$ cat config.mk
export PLATFORM = sky130hd
export DESIGN_NAME = fct_front
export DESIGN_NICKNAME = d
export VERILOG_FILES = /design/src/rtl/fct_pkg.sv /design/src/rtl/fct_front.sv
export SDC_FILE = /design/constraint.sdc
export NUM_CORES = 1
export LEC_CHECK = 0
export BUFFER_PORTS_ARGS = -buffer_cell sky130_fd_sc_hd__clkbuf_2
export CELL_PAD_IN_SITES_DETAIL_PLACEMENT = 0
export CELL_PAD_IN_SITES_GLOBAL_PLACEMENT = 1
export CORE_AREA = 3 3 332 334
export DETAILED_ROUTE_END_ITERATION = 7
export DIE_AREA = 0 0 335 337
export PLACE_DENSITY_LB_ADDON = 0.2
export SLEW_MARGIN = 30
export SYNTH_ARGS = -nofsm -noshare
export SYNTH_HDL_FRONTEND = slang
export SYNTH_SLANG_ARGS = --single-unit
$ cat constraint.sdc
create_clock -name clock -period 49 [get_ports clock]
set_input_delay 9.8 -clock clock [delete_from_list [all_inputs] [get_ports clock]]
set_output_delay 9.8 -clock clock [all_outputs]
set_load 0.1 [all_outputs]
$ cat src/rtl/fct_pkg.sv
package fct_pkg;

   localparam int COORD_WIDTH = 16;
   localparam int PLANE_W     = 16;
   localparam int FRAC_BITS   = 14;
   localparam int NUM_PLANES  = 6;
   localparam int CSR_IDX_W   = 3;
   localparam int CSR_DATA_W  = 4 * PLANE_W;

   localparam int QUEUE_DEPTH = 2;
   localparam int QPTR_W      = $clog2(QUEUE_DEPTH);
   localparam int QCNT_W      = $clog2(QUEUE_DEPTH + 1);

   // normal times coordinate, and the widest of product and shifted offset
   localparam int PROD_W  = PLANE_W + COORD_WIDTH;
   localparam int SHIFT_W = PLANE_W + FRAC_BITS;
   localparam int SUM_W   = ((PROD_W > SHIFT_W) ? PROD_W : SHIFT_W) + 3;

   typedef enum logic [CSR_IDX_W-1:0] {
      CSR_NEAR   = 3'd0,
      CSR_FAR    = 3'd1,
      CSR_LEFT   = 3'd2,
      CSR_RIGHT  = 3'd3,
      CSR_TOP    = 3'd4,
      CSR_BOTTOM = 3'd5
   } csr_idx_type;

   typedef logic signed [COORD_WIDTH-1:0] coord_type;
   typedef logic [COORD_WIDTH-2:0]        radius_type;

   typedef struct packed {
      logic signed [PLANE_W-1:0] d;
      logic signed [PLANE_W-1:0] nz;
      logic signed [PLANE_W-1:0] ny;
      logic signed [PLANE_W-1:0] nx;
   } plane_type;

   typedef struct packed {
      coord_type x;
      coord_type y;
      coord_type z;
   } point_type;

   // one test point per plane, radius is zero for a box
   typedef struct packed {
      point_type [NUM_PLANES-1:0] pt;
      radius_type                 radius;
   } job_type;

   typedef struct packed {
      logic valid;
      logic full;
   } q_status_type;

   typedef struct packed {
      logic s1_valid;
      logic advance;
   } back_status_type;

endpackage

$ cat src/rtl/fct_front.sv
module fct_front import fct_pkg::*; (
   input  logic                        clock,
   input  logic                        reset,
   input  logic                        req_valid,
   output logic                        req_stall,
   input  logic                        req_command,
   input  coord_type                   req_min_x,
   input  coord_type                   req_min_y,
   input  coord_type                   req_min_z,
   input  coord_type                   req_max_x,
   input  coord_type                   req_max_y,
   input  coord_type                   req_max_z,
   input  coord_type                   req_center_x,
   input  coord_type                   req_center_y,
   input  coord_type                   req_center_z,
   input  radius_type                  req_radius,
   input  plane_type [NUM_PLANES-1:0]  planes,
   input  logic                        job_pop,
   output job_type                     job,
   output q_status_type                q_status
);

   job_type                 sel;
   job_type                 queue_ff [QUEUE_DEPTH];
   logic [QPTR_W-1:0]       wr_ptr_ff, wr_ptr_in;
   logic [QPTR_W-1:0]       rd_ptr_ff, rd_ptr_in;
   logic [QCNT_W-1:0]       count_ff, count_in;
   logic                    full;
   logic                    push;

   // pick the corner furthest along each normal, or the centre for a sphere
   always_comb begin
      for (int i = 0; i < NUM_PLANES; i++) begin
         if (req_command) begin
            sel.pt[i].x = req_center_x;
            sel.pt[i].y = req_center_y;
            sel.pt[i].z = req_center_z;
         end else begin
            sel.pt[i].x = (planes[i].nx > 0) ? req_max_x : req_min_x;
            sel.pt[i].y = (planes[i].ny > 0) ? req_max_y : req_min_y;
            sel.pt[i].z = (planes[i].nz > 0) ? req_max_z : req_min_z;
         end
      end
      sel.radius = req_command ? req_radius : '0;
   end

   assign full      = (count_ff == QCNT_W'(QUEUE_DEPTH));
   assign req_stall = full;
   assign push      = req_valid && !full;

   always_comb begin
      wr_ptr_in = push ? wr_ptr_ff + 1'b1 : wr_ptr_ff;
      rd_ptr_in = job_pop ? rd_ptr_ff + 1'b1 : rd_ptr_ff;
      count_in  = count_ff;
      if (push && !job_pop) begin
         count_in = count_ff + 1'b1;
      end else if (!push && job_pop) begin
         count_in = count_ff - 1'b1;
      end
   end

   always_ff @(posedge clock) begin
      if (reset) begin
         wr_ptr_ff <= '0;
         rd_ptr_ff <= '0;
         count_ff  <= '0;
      end else begin
         wr_ptr_ff <= wr_ptr_in;
         rd_ptr_ff <= rd_ptr_in;
         count_ff  <= count_in;
      end
   end

   always_ff @(posedge clock) begin
      if (push) begin
         queue_ff[wr_ptr_ff] <= sel;
      end
   end

   assign job            = queue_ff[rd_ptr_ff];
   assign q_status.valid = (count_ff != '0);
   assign q_status.full  = full;

endmodule

Word level (Yosys, flattened, before mapping)

Memory sizes are Yosys's and may differ from the RTL's. A register that Yosys moved wholly into a read port is not among the register bits.
Cells that the tools add are included.

Register bits after elaboration: 4
RAM bits: 606
Output and inout port bits: 306
Word-level logic and storage cells: 66
Memories kept: 1

Memory list:

| name     | depth | bits a word | read ports | clocked after Yosys merged registers in | write ports | line            | RTL |
|---|---|---|---|---|---|---|---|
| queue_ff | 2     | 303         | 1          | 1                                       | 1           | fct_front.sv:24 | `job_type queue_ff [QUEUE_DEPTH];` |

Add/sub/neg operators: 4
$lt $le $gt $ge: 18
Eq/ne operators: 1
Muxes and demuxes: 31
Reductions and logical operators: 8

Operators with widths:

| operator              | number |
|---|---|
| $gt A16 B1 Y1 const B | 18 |
| $mux W16              | 18 |
| $mux W48              | 6 |
| $mux W15              | 1 |
| $mux W1               | 4 |
| $mux W2               | 2 |
| $reduce_bool A2 Y1    | 2 |
| $logic_and A1 B1 Y1   | 3 |
| $logic_not A1 Y1      | 3 |
| $add A1 B1 Y1 const B | 2 |
| $add A2 B1 Y2 const B | 1 |
| $eq A2 B2 Y1 const B  | 1 |
| $sub A2 B1 Y2 const B | 1 |

Logic depth before layout (Yosys ltp)

Word-level depth: 7
Gate-level depth with buffers: 7
Mapped depth without buffers: 7

Worst setup path before layout

No wires, ideal clock.

Path kind: input to register
From: in req_valid
To: mem queue_ff[0][0] (netlist name) (enable)
Setup time: 973 ps
Arrival: 22432 ps
Required time: 48027 ps
Slack: 25596 ps
Stages: 2
Buffers on the path: 0
Cells stage by stage: nand2_1 nor2_1

Longest elaborated chain between the ends: 3

RTL lines:

| element                       | line            | RTL |
|---|---|---|
| from (decl)                   | fct_front.sv:4  | `input logic req_valid,` |
| $logic_and A1 B1 Y1           | fct_front.sv:49 | `assign push = req_valid && !full;` |
| $mux W1                       | fct_front.sv:75 | `if (push) begin` |
| $mux W1 (not written as such) | fct_front.sv:76 | `queue_ff[wr_ptr_ff] <= sel;` |
| to (decl)                     | fct_front.sv:24 |  |

Every way passes these cells.

==> summary by stage <==
Pwr
The analysis attributes to net switching a power of between 0.7 and 0.8 mW. The power share of the sequential group is a little under two fifths. The clock network power share is between 30% and 40%.

VDD sags by at most 0.0262 mV. The net switching share of the total power is between 30% and 40%. The leakage component of the power is between 10 and 15 nW.

Internal power comes to 1.06 mW. The share of total power dissipated in combinational logic is 31.7%. Power spread over the standard cell area amounts to roughly 49 nW/um2.

Global route
The global-route wire length before repair is 142 mm. The total routing usage reported by global routing is about 17%. The pin count of the biggest net entering global routing is about 150. The initial antenna violation count is 22. The number of global-route vias before repair is 21500.

Summed over all layers, the global routing overflow is 0.

Setup path
The sort of element at the start of the critical path is a flop. The peak fanout along the critical path is 64. The category of the worst setup path capture point is an output port.

The required arrival time at the worst endpoint is between 30 and 40 ns. The worst register-to-register path begins at count_ff[0]$_SDFFE_PP0P_. In this run the worst setup path terminates at job[153]. The reg-to-reg critical path endpoint is queue_ff[0][52]$_DFFE_PP_.

Traced cell by cell, the critical path runs through buf_4 -> buf_4 -> buf_6 -> mux2_1 -> clkbuf_2. The most repeated library cell on the critical path is sky130_fd_sc_hd__buf_4. The kind of critical path is reg2out.

The stage delay of the slowest cell on the critical path is between 0.7 and 0.8 ns. In this run the register-to-register setup slack is around 46 ns. The critical path arrival is 4.31 ns. The critical path's slowest cell is sky130_fd_sc_hd__buf_4. Counting cells, the worst reg-to-reg path comes to 6.

Clock network
The longest clock path from root to sink contains 3 buffers. TritonCTS built the clock tree. CTS placed an instance of sky130_fd_sc_hd__clkbuf_16 at the clock tree root. In this run, CTS created clock tree buffers numbering 75. Counting every sink on the clock net gives slightly above 600. The number of H-tree levels is 3. The number of gates resized after CTS is 0. Buffers added to address setup during post-CTS repair amount to 0. The number of buffers added to fix hold violations after cts is 0. The clock insertion delay at the later pin of the skew report is 0.62 ns.

The clock transition at the registers of the reported paths is ~0.060 ns.

Floorplan
The I/O pin count is roughly 850. The initial utilization of the core area, before any placement, comes to 26.4%. The chip width is ~340 um. The core region area is 107000 um2. The overall die area is ~110000 um2.

The total number of placement rows is 120. The die height is 337 um.

Yosys
The adder and majority gate portion of the synthesized area is 0.0441%. The netlist uses 26 different library cells. After synthesis the netlist holds a flip-flop and latch count of between 600 and 700. The synthesized-area fraction occupied by and/or/nand/nor cells is under 10%.

The post-synth design cell area is 28300 um2. The combinational family with the most area after synthesis is compound AO/OA/AOI/OAI gates. Summing the sequential cell areas from Yosys gives ~65% of the chip area. Of the post-synthesis cell area, the part taken by muxes is between 10% and 20%. The net count of the mapped netlist is 2646.

The synthesized instance count is 2097. The share of the synthesized area in compound gates (AO/OA/AOI/OAI) is approximately an eighth. The total number of yosys warnings is 0. After Yosys synthesis, XOR and XNOR cells account for less than 1% of the synthesized area. The mean instance size in the synthesized netlist is about 14 um2.

Finish
The final net count is approximately 3400. The area growth from synthesis to layout is 27.2%. Of the cells placed in the final design, the portion with a size suffix greater than 1 is 33.2%.

Timing
The hold violation total from the final report is 0. Clock skew on the completed layout was measured at ~0.027 ns. Based on the critical path, the design can be clocked at up to a little over 70 MHz. The setup TNS is 0 ns.

The remaining max-slew budget at the tightest pin is between 30% and 40%. The slew of the pin with the lowest slew margin is around 0.94 ns. Setup repair after global routing left no endpoint under its margin.

The post-route fraction of the period consumed by the critical path is roughly 29%. Hold timing on the final database bottoms out at a slack of between 0.4 and 0.5 ns. The final-report setup violation count is 0.

Counting I/O delays and the setup requirement, the final critical path takes ~14 ns. The number of max-slew violations in the final report is 0.

Route
Once detail routing completed, the nets flagged for antenna violations numbered 0. The wire length per cell after detailed routing is 23.1 um. The DRC marker count from the first detailed-route iteration is 1506.

In the routed design, unresolved DRC markers number 0. For this run, the detailed router's first-pass iteration total came to 5. Dividing the detail-routed via count by the number of cells gives slightly below 5. The detailed-route via count is around 21000. The total detailed-routing wirelength is around 100 mm.

Worst hold path
In this run the most critical hold path is launched from count_ff[1]$_SDFFE_PP0P_. The classification of the worst-slack hold path is reg2reg.

Place
The number of I/O port buffers is about 760. The weighted congestion at the end of routability-driven global placement is between 0.8 and 0.9. The HPWL after detailed placement is roughly 67 mm.

Job
The count of maximum capacitance violations is 0.

Run status
The flow ran to the end, and the final reports show no timing, DRC or antenna violations.
[power by group through the flow]
stage / logic (mW) / registers (mW) / clock network, mW
after global routing: 0.585 / 0.672 / 0.575
after global placement: 0.561 / 0.676 / 0
final: 0.560 / 0.667 / 0.539
after CTS: 0.565 / 0.668 / 0.557
after detailed placement: 0.564 / 0.679 / 0
after floorplan: 0.436 / 0.702 / 0
[worst min-delay path by stage]
stage | cells after the start | slack [ns] | to
after global placement | 2 | 0.48 | count_ff[1]$_SDFFE_PP0P_
final | 2 | 0.50 | count_ff[1]$_SDFFE_PP0P_
after floorplan | 2 | 0.46 | count_ff[1]$_SDFFE_PP0P_
after global routing | 2 | 0.55 | rd_ptr_ff$_SDFFE_PP0P_
after CTS | 2 | 0.50 | count_ff[1]$_SDFFE_PP0P_
after detailed placement | 2 | 0.49 | count_ff[1]$_SDFFE_PP0P_
[routing by layer]
metal | global-route usage, % | up-vias | part of all wire (%) | routed length [um]
li1 | - | 9585 | - | -
met1 | 20.4 | 10300 | 40 | 40100
met2 | 27.4 | 911 | 46 | 46600
met3 | 7.13 | 182 | 11 | 10700
met4 | 5.17 | 20 | 2.8 | 2770
met5 | 0 | - | 0.13 | 133
[cells in the final DEF, fill, tap and decap left out, drive strengths merged]
cell / n
a21oi: 577
and2: 15
and3: 1
buf: 55
bufinv: 6
clkbuf: 846
clkinv: 30
clkinvlp: 2
dfxtp: 5
diode: 11
edfxtp: 606
ha: 1
inv: 26
mux2: 303
nand2: 289
nand2b: 1
nor2: 5
nor2b: 48
o21ai: 1
o41a: 18
o41ai: 18
or2: 1
or3: 1
or4: 72
xnor2: 1
xor2: 3
[cell type report]
| class | count | area, um2 |
|---|---|---|
| diodes | 11 | 27.5 |
| fillers | 10800 | 71100 |
| flip-flops and latches | 611 | 18300 |
| clock buffers | 90 | 1980 |
| repair buffers | 811 | 4290 |
| multi-input cells | 1355 | 9260 |
| well taps | 1403 | 1760 |
| inverters | 21 | 78.8 |
| clock inverters | 43 | 377 |
[cells in the mapped netlist]
cell type / count / area share, %
sky130_fd_sc_hd__clkbuf_1: 34 / 0.45
sky130_fd_sc_hd__a21oi_1: 577 / 10
sky130_fd_sc_hd__nand2b_1: 1 / 0.022
sky130_fd_sc_hd__nor2b_1: 48 / 1.1
sky130_fd_sc_hd__inv_1: 21 / 0.28
sky130_fd_sc_hd__mux2_1: 303 / 12
sky130_fd_sc_hd__nor2_1: 5 / 0.066
sky130_fd_sc_hd__buf_6: 36 / 1.4
sky130_fd_sc_hd__edfxtp_1: 606 / 64
sky130_fd_sc_hd__buf_2: 28 / 0.49
sky130_fd_sc_hd__or3_1: 1 / 0.022
sky130_fd_sc_hd__xnor2_1: 1 / 0.031
sky130_fd_sc_hd__nand2_1: 289 / 3.8
sky130_fd_sc_hd__buf_4: 1 / 0.026
sky130_fd_sc_hd__buf_1: 11 / 0.15
sky130_fd_sc_hd__ha_1: 1 / 0.044
sky130_fd_sc_hd__xor2_1: 3 / 0.093
sky130_fd_sc_hd__o41a_1: 18 / 0.72
sky130_fd_sc_hd__o21ai_0: 1 / 0.018
sky130_fd_sc_hd__dfxtp_1: 5 / 0.35
sky130_fd_sc_hd__and2_1: 15 / 0.33
sky130_fd_sc_hd__or4_4: 36 / 1.4
sky130_fd_sc_hd__and3_1: 1 / 0.022
sky130_fd_sc_hd__or2_2: 1 / 0.022
sky130_fd_sc_hd__o41ai_4: 18 / 1.7
sky130_fd_sc_hd__or4_1: 36 / 0.95
[sequential cells by signal, indices dropped and copies added (netlist names), named ones only]
name / cells
wr_ptr_ff: 1
queue_ff: 606
rd_ptr_ff: 1
count_ff: 2
[stage by stage]
stage                     worst slack [ns]  util (%)  total power [mW]  std cells  cell area [um2]
after floorplan                      25.60         -              1.14       2097            28300
after global placement               35.15      31.3              1.24       4198            33600
after detailed placement             35.16      31.4              1.24       4198            33600
after CTS                            34.44      33.5              1.79       4331            36000
after global routing                 34.55      33.6              1.83       4339            36100
final                                34.89      33.6              1.77       4345            36100
[cell families (layout without fill, tap and decap cells)]
family,count (synthesis),count (layout)
buffers and inverters,131,965
other,0,11
muxes,303,303
adders and majority gates,1,1
xor gates and xnor gates,4,4
DFF,611,611
AOI/OAI and AO/OA,614,614
and+or+nand+nor,433,433
[worst max-delay path: cells and delay by family, from the launching register on]
| kind | cells | cell delay, ns |
|---|---|---|
| buf+inv | 4 | 2.37 |
| flops | 1 | 0.62 |
| mux | 1 | 0.44 |
Power figures use the tool's default switching activity.
